<file path="config.mk">
export PLATFORM = sky130hd
export DESIGN_NAME = json_stream_tokenizer_flat
export DESIGN_NICKNAME = d
export VERILOG_FILES = /design/src/hw/rtl/jst_pkg.sv /design/src/hw/rtl/jst_stream_if.sv /design/src/hw/rtl/json_stream_tokenizer.sv /design/src/flat_wrapper.sv
export SDC_FILE = /design/constraint.sdc
export NUM_CORES = 1
export LEC_CHECK = 0
export BUFFER_PORTS_ARGS = -buffer_cell sky130_fd_sc_hd__buf_2
export CORE_MARGIN = 2
export CORE_UTILIZATION = 62
export CTS_CLUSTER_DIAMETER = 80
export CTS_CLUSTER_SIZE = 25
export DETAILED_ROUTE_END_ITERATION = 7
export PLACE_DENSITY = 0.81
export SLEW_MARGIN = 20
export SYNTH_ARGS = -nofsm -noshare
export SYNTH_HDL_FRONTEND = slang
export SYNTH_SLANG_ARGS = --single-unit
</file>
<file path="constraint.sdc">
create_clock -name clk -period 3.1 [get_ports clk]
set_input_delay 0.155 -clock clk [delete_from_list [all_inputs] [get_ports clk]]
set_output_delay 0.155 -clock clk [all_outputs]
set_load 0.02 [all_outputs]
</file>
<file path="src/hw/rtl/jst_pkg.sv">
`default_nettype none
// ----------------------------------------------------------------------------
// jst_pkg
// Token codes, character constants, keyword tables and helper functions
// for the JSON stream tokenizer.
// ----------------------------------------------------------------------------
package jst_pkg;

    localparam int BYTE_W = 8;
    localparam int KIND_W = 4;

    localparam logic [KIND_W-1:0] TK_OBJ_OPEN  = 4'd0;
    localparam logic [KIND_W-1:0] TK_OBJ_CLOSE = 4'd1;
    localparam logic [KIND_W-1:0] TK_ARR_OPEN  = 4'd2;
    localparam logic [KIND_W-1:0] TK_ARR_CLOSE = 4'd3;
    localparam logic [KIND_W-1:0] TK_COLON     = 4'd4;
    localparam logic [KIND_W-1:0] TK_COMMA     = 4'd5;
    localparam logic [KIND_W-1:0] TK_STR_END   = 4'd6;
    localparam logic [KIND_W-1:0] TK_TRUE      = 4'd7;
    localparam logic [KIND_W-1:0] TK_FALSE     = 4'd8;
    localparam logic [KIND_W-1:0] TK_NULL      = 4'd9;
    localparam logic [KIND_W-1:0] TK_NUMBER    = 4'd10;
    localparam logic [KIND_W-1:0] TK_CONTENT   = 4'd11;
    localparam logic [KIND_W-1:0] TK_ERROR     = 4'd12;

    localparam logic [BYTE_W-1:0] CH_SPACE     = 8'h20;
    localparam logic [BYTE_W-1:0] CH_TAB       = 8'h09;
    localparam logic [BYTE_W-1:0] CH_CR        = 8'h0D;
    localparam logic [BYTE_W-1:0] CH_LF        = 8'h0A;
    localparam logic [BYTE_W-1:0] CH_FF        = 8'h0C;
    localparam logic [BYTE_W-1:0] CH_LBRACE    = 8'h7B;
    localparam logic [BYTE_W-1:0] CH_RBRACE    = 8'h7D;
    localparam logic [BYTE_W-1:0] CH_LBRACKET  = 8'h5B;
    localparam logic [BYTE_W-1:0] CH_RBRACKET  = 8'h5D;
    localparam logic [BYTE_W-1:0] CH_COLON     = 8'h3A;
    localparam logic [BYTE_W-1:0] CH_COMMA     = 8'h2C;
    localparam logic [BYTE_W-1:0] CH_QUOTE     = 8'h22;
    localparam logic [BYTE_W-1:0] CH_BACKSLASH = 8'h5C;

    localparam logic [BYTE_W-1:0] KW_TEXT [0:2][0:7] = '{
        '{8'h74, 8'h72, 8'h75, 8'h65, 8'h00, 8'h00, 8'h00, 8'h00},
        '{8'h66, 8'h61, 8'h6C, 8'h73, 8'h65, 8'h00, 8'h00, 8'h00},
        '{8'h6E, 8'h75, 8'h6C, 8'h6C, 8'h00, 8'h00, 8'h00, 8'h00}
    };
    localparam logic [2:0] KW_LEN [0:2] = '{3'd4, 3'd5, 3'd4};
    localparam logic [KIND_W-1:0] KW_TOKEN [0:2] = '{TK_TRUE, TK_FALSE, TK_NULL};

    typedef struct packed {
        logic [KIND_W-1:0] kind;
        logic [BYTE_W-1:0] data;
        logic              last;
    } token_t;

    function automatic logic [2:0] kw_flags_update(input logic [2:0] flags,
                                                   input logic [2:0] pos,
                                                   input logic [BYTE_W-1:0] b);
        logic [2:0] f;
        f = flags;
        for (int k = 0; k < 3; k++) begin
            if (pos < KW_LEN[k] && b != KW_TEXT[k][pos])
            begin
                f[k] = 1'b0;
            end
        end
        return f;
    endfunction

    function automatic logic [KIND_W-1:0] literal_kind(input logic [2:0] flags,
                                                       input logic [2:0] pos);
        logic [KIND_W-1:0] kind;
        kind = TK_NUMBER;
        for (int k = 2; k >= 0; k--) begin
            if (flags[k] && pos >= KW_LEN[k])
            begin
                kind = KW_TOKEN[k];
            end
        end
        return kind;
    endfunction

endpackage

`default_nettype wire

</file>
<file path="src/hw/rtl/jst_stream_if.sv">
`default_nettype none
// ----------------------------------------------------------------------------
// jst_byte_if / jst_token_if
// Valid/ready channels for raw input bytes and for result tokens.
// ----------------------------------------------------------------------------
interface jst_byte_if import jst_pkg::*; ();
    logic              valid;
    logic              ready;
    logic [BYTE_W-1:0] in_byte;

    modport source (output valid, output in_byte, input ready);
    modport sink   (input valid, input in_byte, output ready);
endinterface

interface jst_token_if import jst_pkg::*; ();
    logic              valid;
    logic              ready;
    logic [KIND_W-1:0] token_kind;
    logic [BYTE_W-1:0] content_byte;
    logic              last_of_input;

    modport source (output valid, output token_kind, output content_byte,
                    output last_of_input, input ready);
    modport sink   (input valid, input token_kind, input content_byte,
                    input last_of_input, output ready);
endinterface

`default_nettype wire

</file>
<file path="src/hw/rtl/json_stream_tokenizer.sv">
`default_nettype none
// ----------------------------------------------------------------------------
// json_stream_tokenizer
// Byte-wide JSON tokenizer: punctuation, string content, literal keywords
// and a sticky error, results through a four-entry output queue.
// ----------------------------------------------------------------------------
// The results of a byte are registered in the output queue before they are offered.
// Throughput: one byte per cycle while the queue has room; the single output port
// drains one queue entry per cycle.
// Input is held off while fewer than two queue entries are free.
// Reset clears scan state, sticky error and the queue; no clearing pass.
// ----------------------------------------------------------------------------
module json_stream_tokenizer import jst_pkg::*; (
    input  wire logic  clk,
    input  wire logic  rst_n,
    jst_byte_if.sink   bytes,
    jst_token_if.source tokens
);

    localparam logic [1:0] MODE_SEARCH  = 2'd0;
    localparam logic [1:0] MODE_STRING  = 2'd1;
    localparam logic [1:0] MODE_LITERAL = 2'd2;

    logic [1:0] mode_reg, mode_next;
    logic       esc_reg, esc_next;
    logic       err_reg, err_next;
    logic [2:0] pos_reg, pos_next;
    logic [2:0] flags_reg, flags_next;

    token_t     fifo_reg [0:3];
    logic [1:0] rd_ptr_reg, wr_ptr_reg;
    logic [2:0] count_reg, count_next;

    logic [1:0]        n;
    token_t            r0, r1;
    logic [BYTE_W-1:0] b;
    logic              push, pop;

    assign b = bytes.in_byte;

    always_comb
    begin
        n          = 2'd0;
        r0         = '0;
        r1         = '0;
        mode_next  = mode_reg;
        esc_next   = esc_reg;
        err_next   = err_reg;
        pos_next   = pos_reg;
        flags_next = flags_reg;
        if (!err_reg)
        begin
            unique case (mode_reg)
                MODE_STRING:
                begin
                    n = 2'd1;
                    if (esc_reg)
                    begin
                        esc_next = 1'b0;
                        r0.kind  = TK_CONTENT;
                        r0.data  = b;
                    end
                    else if (b == CH_BACKSLASH)
                    begin
                        esc_next = 1'b1;
                        r0.kind  = TK_CONTENT;
                        r0.data  = b;
                    end
                    else if (b == CH_QUOTE)
                    begin
                        mode_next = MODE_SEARCH;
                        r0.kind   = TK_STR_END;
                    end
                    else
                    begin
                        r0.kind = TK_CONTENT;
                        r0.data = b;
                    end
                end
                MODE_LITERAL:
                begin
                    if (b == CH_COMMA || b == CH_RBRACKET || b == CH_RBRACE)
                    begin
                        n          = 2'd2;
                        r0.kind    = literal_kind(flags_reg, pos_reg);
                        mode_next  = MODE_SEARCH;
                        pos_next   = 3'd0;
                        flags_next = 3'b111;
                        if (b == CH_COMMA)
                        begin
                            r1.kind = TK_COMMA;
                        end
                        else if (b == CH_RBRACKET)
                        begin
                            r1.kind = TK_ARR_CLOSE;
                        end
                        else
                        begin
                            r1.kind = TK_OBJ_CLOSE;
                        end
                    end
                    else
                    begin
                        n          = 2'd1;
                        r0.kind    = TK_CONTENT;
                        r0.data    = b;
                        flags_next = kw_flags_update(flags_reg, pos_reg, b);
                        pos_next   = (pos_reg != 3'd7) ? pos_reg + 3'd1 : pos_reg;
                    end
                end
                default:
                begin
                    mode_next = MODE_SEARCH;
                    case (b) inside
                        CH_SPACE, CH_TAB, CH_CR, CH_LF, CH_FF:
                        begin
                            n = 2'd0;
                        end
                        CH_LBRACE:
                        begin
                            n       = 2'd1;
                            r0.kind = TK_OBJ_OPEN;
                        end
                        CH_RBRACE:
                        begin
                            n       = 2'd1;
                            r0.kind = TK_OBJ_CLOSE;
                        end
                        CH_LBRACKET:
                        begin
                            n       = 2'd1;
                            r0.kind = TK_ARR_OPEN;
                        end
                        CH_RBRACKET:
                        begin
                            n       = 2'd1;
                            r0.kind = TK_ARR_CLOSE;
                        end
                        CH_COLON:
                        begin
                            n       = 2'd1;
                            r0.kind = TK_COLON;
                        end
                        CH_COMMA:
                        begin
                            n       = 2'd1;
                            r0.kind = TK_COMMA;
                        end
                        CH_QUOTE:
                        begin
                            mode_next = MODE_STRING;
                            esc_next  = 1'b0;
                        end
                        CH_BACKSLASH:
                        begin
                            n        = 2'd1;
                            r0.kind  = TK_ERROR;
                            err_next = 1'b1;
                        end
                        default:
                        begin
                            n          = 2'd1;
                            r0.kind    = TK_CONTENT;
                            r0.data    = b;
                            mode_next  = MODE_LITERAL;
                            pos_next   = 3'd1;
                            flags_next = kw_flags_update(3'b111, 3'd0, b);
                        end
                    endcase
                end
            endcase
        end
        r0.last = (n == 2'd1);
        r1.last = (n == 2'd2);
    end

    assign bytes.ready = (count_reg <= 3'd2);
    assign push        = bytes.valid && bytes.ready;
    assign pop         = tokens.valid && tokens.ready;
    assign count_next  = count_reg + (push ? {1'b0, n} : 3'd0) - {2'b00, pop};

    always_ff @(posedge clk or negedge rst_n)
    begin
        if (!rst_n)
        begin
            mode_reg   <= MODE_SEARCH;
            esc_reg    <= 1'b0;
            err_reg    <= 1'b0;
            pos_reg    <= 3'd0;
            flags_reg  <= 3'b111;
            rd_ptr_reg <= 2'd0;
            wr_ptr_reg <= 2'd0;
            count_reg  <= 3'd0;
        end
        else
        begin
            if (push)
            begin
                mode_reg   <= mode_next;
                esc_reg    <= esc_next;
                err_reg    <= err_next;
                pos_reg    <= pos_next;
                flags_reg  <= flags_next;
                wr_ptr_reg <= wr_ptr_reg + n;
            end
            if (pop)
            begin
                rd_ptr_reg <= rd_ptr_reg + 2'd1;
            end
            count_reg <= count_next;
        end
    end

    always_ff @(posedge clk)
    begin
        if (push && n != 2'd0)
        begin
            fifo_reg[wr_ptr_reg] <= r0;
        end
        if (push && n == 2'd2)
        begin
            fifo_reg[wr_ptr_reg + 2'd1] <= r1;
        end
    end

    assign tokens.valid         = (count_reg != 3'd0);
    assign tokens.token_kind    = fifo_reg[rd_ptr_reg].kind;
    assign tokens.content_byte  = fifo_reg[rd_ptr_reg].data;
    assign tokens.last_of_input = fifo_reg[rd_ptr_reg].last;

    a_count_bound: assert property (@(posedge clk) disable iff (!rst_n)
        count_reg <= 3'd4)
        else $error("output queue overfilled");

    a_ptr_track: assert property (@(posedge clk) disable iff (!rst_n)
        count_reg[1:0] == wr_ptr_reg - rd_ptr_reg)
        else $error("queue pointers disagree with count");

    a_err_silent: assert property (@(posedge clk) disable iff (!rst_n)
        err_reg |-> (n == 2'd0))
        else $error("result produced after sticky error");

    a_err_sticks: assert property (@(posedge clk) disable iff (!rst_n)
        err_reg |=> err_reg)
        else $error("sticky error cleared");

    a_lit_exit: assert property (@(posedge clk) disable iff (!rst_n)
        (push && n == 2'd2) |=> (mode_reg == MODE_SEARCH && pos_reg == 3'd0))
        else $error("literal not closed after terminator");

endmodule

`default_nettype wire

</file>
<file path="src/flat_wrapper.sv">
// flat-port wrapper written by rule: the top's interface ports become plain ports
module json_stream_tokenizer_flat import jst_pkg::*;
  (clk, rst_n, bytes_valid, bytes_in_byte, bytes_ready, tokens_valid, tokens_token_kind, tokens_content_byte, tokens_last_of_input, tokens_ready);
  jst_byte_if bytes_i ();
  jst_token_if tokens_i ();
  input  wire logic clk;
  input  wire logic rst_n;
  input wire logic [$bits(bytes_i.valid)-1:0] bytes_valid;
  input wire logic [$bits(bytes_i.in_byte)-1:0] bytes_in_byte;
  output wire logic [$bits(bytes_i.ready)-1:0] bytes_ready;
  output wire logic [$bits(tokens_i.valid)-1:0] tokens_valid;
  output wire logic [$bits(tokens_i.token_kind)-1:0] tokens_token_kind;
  output wire logic [$bits(tokens_i.content_byte)-1:0] tokens_content_byte;
  output wire logic [$bits(tokens_i.last_of_input)-1:0] tokens_last_of_input;
  input wire logic [$bits(tokens_i.ready)-1:0] tokens_ready;
  assign bytes_i.valid = bytes_valid;
  assign bytes_i.in_byte = bytes_in_byte;
  assign bytes_ready = bytes_i.ready;
  assign tokens_valid = tokens_i.valid;
  assign tokens_token_kind = tokens_i.token_kind;
  assign tokens_content_byte = tokens_i.content_byte;
  assign tokens_last_of_input = tokens_i.last_of_input;
  assign tokens_i.ready = tokens_ready;
  json_stream_tokenizer u_core (.clk(clk), .rst_n(rst_n), .bytes(bytes_i), .tokens(tokens_i));
endmodule
</file>
==> results of run 1 <==
[metrics by stage]
step	power, mW	hold WS [ns]	cells	utilization [%]	instance area [µm²]
finish	4.624	0.1624	604	69.83	5011
global route	4.909	0.1807	604	69.83	5011
CTS	4.606	0.1513	604	69.83	5011
detailed placement	3.808	0.1186	587	66.61	4780
global placement	3.709	0.1116	587	66.61	4780
floorplan	3.206	-0.1406	475	-	4557
[Yosys cell counts, types with 4 or more instances]
library cell and instances:
mux4_2 13, xor2_1 11, a31oi_1 5, nor2b_1 9, buf_6 5, ha_1 14
a211oi_1 5, nand3_1 17, a21oi_4 4, buf_1 5, nand2b_1 6, inv_1 19
nor2_1 45, nand4_1 12, nor3_1 15, o22ai_1 11, buf_2 6, a21oi_1 15
o31ai_1 4, nand2_1 32, edfxtp_1 16, dfxtp_1 36, o21ai_0 19, dfrtp_1 14
xnor2_1 7, or3_1 7, mux2i_1 28, clkbuf_1 13
[area by class of cell]
type | count | area share, %
Inverter | 19 | 1.423
Clock inverter | 3 | 0.3995
Multi-Input combinational cell | 357 | 53.81
Timing Repair Buffer | 44 | 5.343
Sequential cell | 69 | 32.53
Tap cell | 99 | 2.472
Clock buffer | 13 | 4.020
[cells by family (layout without fill, tap and decap cells)]
kind of cell / count (synthesis) / count (layout) / synth area share, %
mux: 42 / 42 / 12.82
simple gates: 176 / 176 / 21.33
xor+xnor: 18 / 18 / 3.460
buf+inv: 49 / 79 / 5.052
fa+ha+maj: 15 / 15 / 4.283
compound gates: 106 / 106 / 17.27
flops: 69 / 69 / 35.78
[worst max-delay path, cell delays in order, from the launching register on]
cell     delay (ns)
dfrtp_1        0.41
ha_1           0.30
or4b_4         0.50
nor4b_4        0.41
nor2_1         0.12
a21oi_1        0.31
nand3_1        0.24
nand2_1        0.24
[power groups by stage]
stage	Clock [mW]	Sequential (mW)	Combinational [mW]
final	0.789	1.64	2.19
after global routing	0.830	1.69	2.39
after CTS	0.797	1.63	2.17
after detailed placement	0	1.65	2.16
after global placement	0	1.62	2.09
after floorplan	0	1.44	1.77
[path summary, 6_finish.rpt]
check,start,endpoint,slack [ns]
setup reg to reg,u_core.mode_reg[1],u_core.fifo_reg[0][11],0.27
hold / removal,tokens_ready,u_core.rd_ptr_reg[0],0.16
min in group asynchronous,rst_n,u_core.esc_reg,0.28
max in group asynchronous,rst_n,u_core.flags_reg[0],2.48
setup / recovery,u_core.mode_reg[1],u_core.fifo_reg[0][11],0.27
hold reg to reg,u_core.fifo_reg[0][7],u_core.fifo_reg[0][7],0.47
[routing by layer]
metal | part of all wire (%) | up-vias | GRT usage [%]
met5 | 0 | - | 0
met4 | 2.2 | 0 | 10.13
met3 | 8.0 | 30 | 4.778
met2 | 48 | 203 | 49.68
met1 | 42 | 1897 | 40.09
li1 | - | 1821 | -
==> impl_metrics.yaml, run 1 <==
sta:
  setup_viol: 0
  fmax_mhz: 353.0
  fin_ws_ns: 0.2668
  finalClockSkew_ns: 0.01022
  post-route-period-util_pct: 91.39
  final_hold_viol_count: 0
  final.min_clock_period_ns: 2.833
  tns_ns: 0
  relSlewSlack_pct: 30.91
  rsz0062_at_grt: "no"
  tightestPinTransition_ns: 1.025
  drv_slew: 0
pwr:
  internal_power_mw: 2.669
  powerDensity_nw_per_um2: 922.7
  p_clk_share_pct: 17.1
  switchingPower_mw: 1.954
  peakVddDrop_v: 0.0003687
  sequentialPowerShare_pct: 35.5
  p_comb_share_pct: 47.4
  leakage_nw: 2.154
  p_sw_share_pct: 42.27
routing:
  remaining_drc_errors: 0
  drt_pass1_iterations: 5
  dr_total_vias: 3951
  wl_per_cell_um: 19.28
  wl_mm: 11.64
  ant_nets: 0
  drt_iter0_drc: 323
  vias_per_cell: 6.541
worst_setup_path:
  required_ns: 3.15
  crit_path_max_fanout: 6
  crit_type: "reg2reg"
  crit_arrival_ns: 2.88
  reg2reg_depth: 7
  end_kind: "flip-flop"
  start_kind: "flip-flop"
finish:
  final_common_cell: "nor2_1"
  regArea_um2: 1630
  finish.net_count: 527
  multiInputGateArea_um2: 2696
  fillers: 551
  layout_common_cells: "nor2_1 (45), dfxtp_1 (36), nand2_1 (32)"
  syn2layout_area_growth_pct: 9.967
  drive_above_1_share_pct: 19.41
  diodes: 0
  largest_reg_flops: 52
clocking:
  cts_buffers: 9
  path_clk_slew_ns: 0.07
  ctsRootBufferMaster: "clkbuf_8"
  clk_latency_ns: 0.35
  cts_buffer_depth: 2
  hold_buffers: 1
  cts_tree: "done"
  cts_resized: 0
  post_cts_buffers: 0
  numClockSinks: 69
  htreeDepth: 3
global_routing:
  grt_pass1_vias: 3848
  antenna_found_initial: 0
  grt_usage_pct: 29.87
  grt_pass1_wl_mm: 19.45
  grt_overflow: 0
  grt_max_degree: 22
floorplanning:
  die_area_um2: 8051
  design.core.area_um2: 7176
  die_x_um: 89.73
  initial_core_util_pct: 63.50
  io-pin-count: 27
  rows: 31
  die_h_um: 89.73
placement:
  place.gp.congestion: 0.9309
  place_ws_ns: 0.3079
  dpl.hpwl_mm: 8.549
  io_buffer_count: 26
logic_synthesis:
  syn_area_um2: 4557
  synthDistinctLibCells: 76
  synth-seq-cells: 69
  synth_edf_count: 16
  yosysWarnings: 0
  synth_area_leader_cell: "dfxtp_1"
  synth-seq-area-share_pct: 35.78
  ys.flop_type: "dfxtp_1"
  synth_nets: 502
  synthCells: 475
  syn_area_per_cell_um2: 9.593
  synth_top_area_share_pct: 15.82
  async_flop_share_pct: 24.64
  synth_area_leaders: "dfxtp_1 (16%), edfxtp_1 (11%), dfrtp_1 (7.7%), mux4_2 (6.4%), mux2i_1 (6.2%)"
min_path:
  hold-path-cell-count: 3
  hold_class: "in2reg"
outcome:
  status: "finished, final reports clean"
flow_run:
  maxCapViolations: 0
No activity file was read; power rests on OpenSTA's default activity.
==> run 2: changes to the inputs <==
REMOVE_ABC_BUFFERS = 1   (was unset)
==> impl_metrics.yaml, run 2 (same netlist as run 1, synthesis figures left out) <==
worst_setup_path:
  max_stage_delay_ns: 0.50
  cp.depth: 7
  required_ns: 3.16
  r2r_start: "u_core.mode_reg[0]"
  reg2reg_depth: 7
  crit_slowest_cell: "or4b_4"
  end_kind: "flip-flop"
  crit_family: "simple AND/OR/NAND/NOR gates"
  r2r-end: "u_core.fifo_reg[3][11]"
  crit_path_max_fanout: 13
  crit_buf_inv: 1
  start_kind: "flip-flop"
  r2r_slack_ns: 0.27
  crit_chain: "inv_1, ha_1, or4b_4, nor4b_4, nor3_1, a21oi_4, nand2_1"
  crit_type: "reg2reg"
  crit_arrival_ns: 2.89
min_path:
  hold-path-cell-count: 3
  hp-start: "tokens_ready"
  hold_end: "u_core.rd_ptr_reg[0]"
  hold_class: "in2reg"
pwr:
  peakVddDrop_v: 0.0005409
  internal_power_mw: 2.701
  powerDensity_nw_per_um2: 927.4
  p_clk_share_pct: 17.4
  leakage_nw: 2.148
  p_sw_share_pct: 41.86
  p_comb_share_pct: 47.3
  sequentialPowerShare_pct: 35.3
  switchingPower_mw: 1.944
finish:
  diodes: 0
  final_common_cell: "nor2_1"
  largest_reg_flops: 52
  final_cell_count_no_fill: 602
  layout_common_cells: "nor2_1 (45), dfxtp_1 (36), nand2_1 (32)"
  fin_area_um2: 5009
  regArea_um2: 1630
  multiInputGateArea_um2: 2696
  fillers: 542
  drive_above_1_share_pct: 19.09
  finish.net_count: 526
  syn2layout_area_growth_pct: 9.912
routing:
  ant_nets: 0
  drt_iter0_drc: 415
  vias_per_cell: 6.551
  drt_pass1_iterations: 5
  remaining_drc_errors: 0
  wl_mm: 11.60
  wl_per_cell_um: 19.27
  dr_total_vias: 3944
clocking:
  htreeDepth: 3
  path_clk_slew_ns: 0.07
  cts_tree: "done"
  cts_buffers: 9
  numClockSinks: 69
  clk_latency_ns: 0.35
  cts_buffer_depth: 2
  ctsRootBufferMaster: "clkbuf_8"
  cts_resized: 0
sta:
  drv_slew: 0
  final.min_clock_period_ns: 2.828
  tightestPinTransition_ns: 0.8341
  fmax_mhz: 353.6
  finalClockSkew_ns: 0.01112
  post-route-period-util_pct: 91.24
  timing.hold.ws_ns: 0.1812
  final_hold_viol_count: 0
  rsz0062_at_grt: "no"
  tns_ns: 0
  setup_viol: 0
  relSlewSlack_pct: 44.40
outcome:
  status: "finished, final reports clean"
global_routing:
  grt_overflow: 0
  grt_pass1_vias: 3904
  grt_usage_pct: 29.77
  grt_pass1_wl_mm: 19.22
  grt_max_degree: 22
  antenna_found_initial: 0
placement:
  dpl.cell_count: 586
  place.gp.congestion: 0.9883
  dpl.hpwl_mm: 8.558
  io_buffer_count: 26
  dpl-instance-area_um2: 4772
floorplanning:
  rows: 31
  die_x_um: 89.73
  initial_core_util_pct: 63.50
  design.core.area_um2: 7176
  die_h_um: 89.73
  die_area_um2: 8051
  io-pin-count: 27
flow_run:
  maxCapViolations: 0
==> run 2: routing by layer <==
metal  GRT usage [%]  wire length [µm]  share of wire, %  up-vias
li1                -                 -                 -     1812
met1           39.07              4844                42     1886
met2           50.19              5645                49      222
met3           5.532               852               7.3       24
met4           9.615               257               2.2        0
met5               0                 0                 0        -
==> run 2: per-stage QoR <==
stage,power (mW),utilization [%],setup WS (ns)
after floorplan,3.134,-,0.3022
after global placement,3.721,66.50,0.3902
after detailed placement,3.825,66.50,0.3178
after CTS,4.636,69.80,0.2974
after global routing,4.946,69.80,0.1167
final,4.645,69.80,0.2716
==> run 2: tightest hold or removal path, delay by kind of cell <==
kind	cells	cell delay, ns
simple gates	1	0.18
xor+xnor	1	0.08
buf+inv	1	0.07
==> run 2: how the worst max path moves through the flow <==
stage	startpoint	endpoint	slack (ns)
global route	u_core.mode_reg[0]	u_core.fifo_reg[0][11]	0.12
floorplan	u_core.count_reg[0]	u_core.count_reg[2]	0.30
CTS	u_core.mode_reg[0]	u_core.fifo_reg[3][11]	0.30
detailed placement	u_core.mode_reg[0]	u_core.fifo_reg[3][10]	0.32
global placement	u_core.mode_reg[0]	u_core.fifo_reg[3][9]	0.39
finish	u_core.mode_reg[0]	u_core.fifo_reg[3][11]	0.27
==> run 2: what timing repair did <==
| item | 4_1_cts | 5_1_grt |
|---|---|---|
| endpoints found under the setup margin | 0 | 0 |
| hold endpoints to repair | 14 | 0 |
| setup buffers | 0 | 0 |
| hold buffers | 1 | 0 |
==> run 2: cell type report <==
type	instances	share of cell area (%)
repair buffers	43	5.196
well taps	99	2.473
multi-input cells	357	53.83
clock buffers	11	3.472
clock inverters	4	1.049
flip-flops and latches	69	32.55
inverters	19	1.424
==> run 2: power groups by stage <==
stage | Sequential, mW | Clock, mW | Combinational (mW)
after floorplan | 1.54 | 0 | 1.59
after detailed placement | 1.65 | 0 | 2.17
after global routing | 1.69 | 0.857 | 2.40
after global placement | 1.62 | 0 | 2.10
after CTS | 1.64 | 0.821 | 2.18
final | 1.64 | 0.808 | 2.20
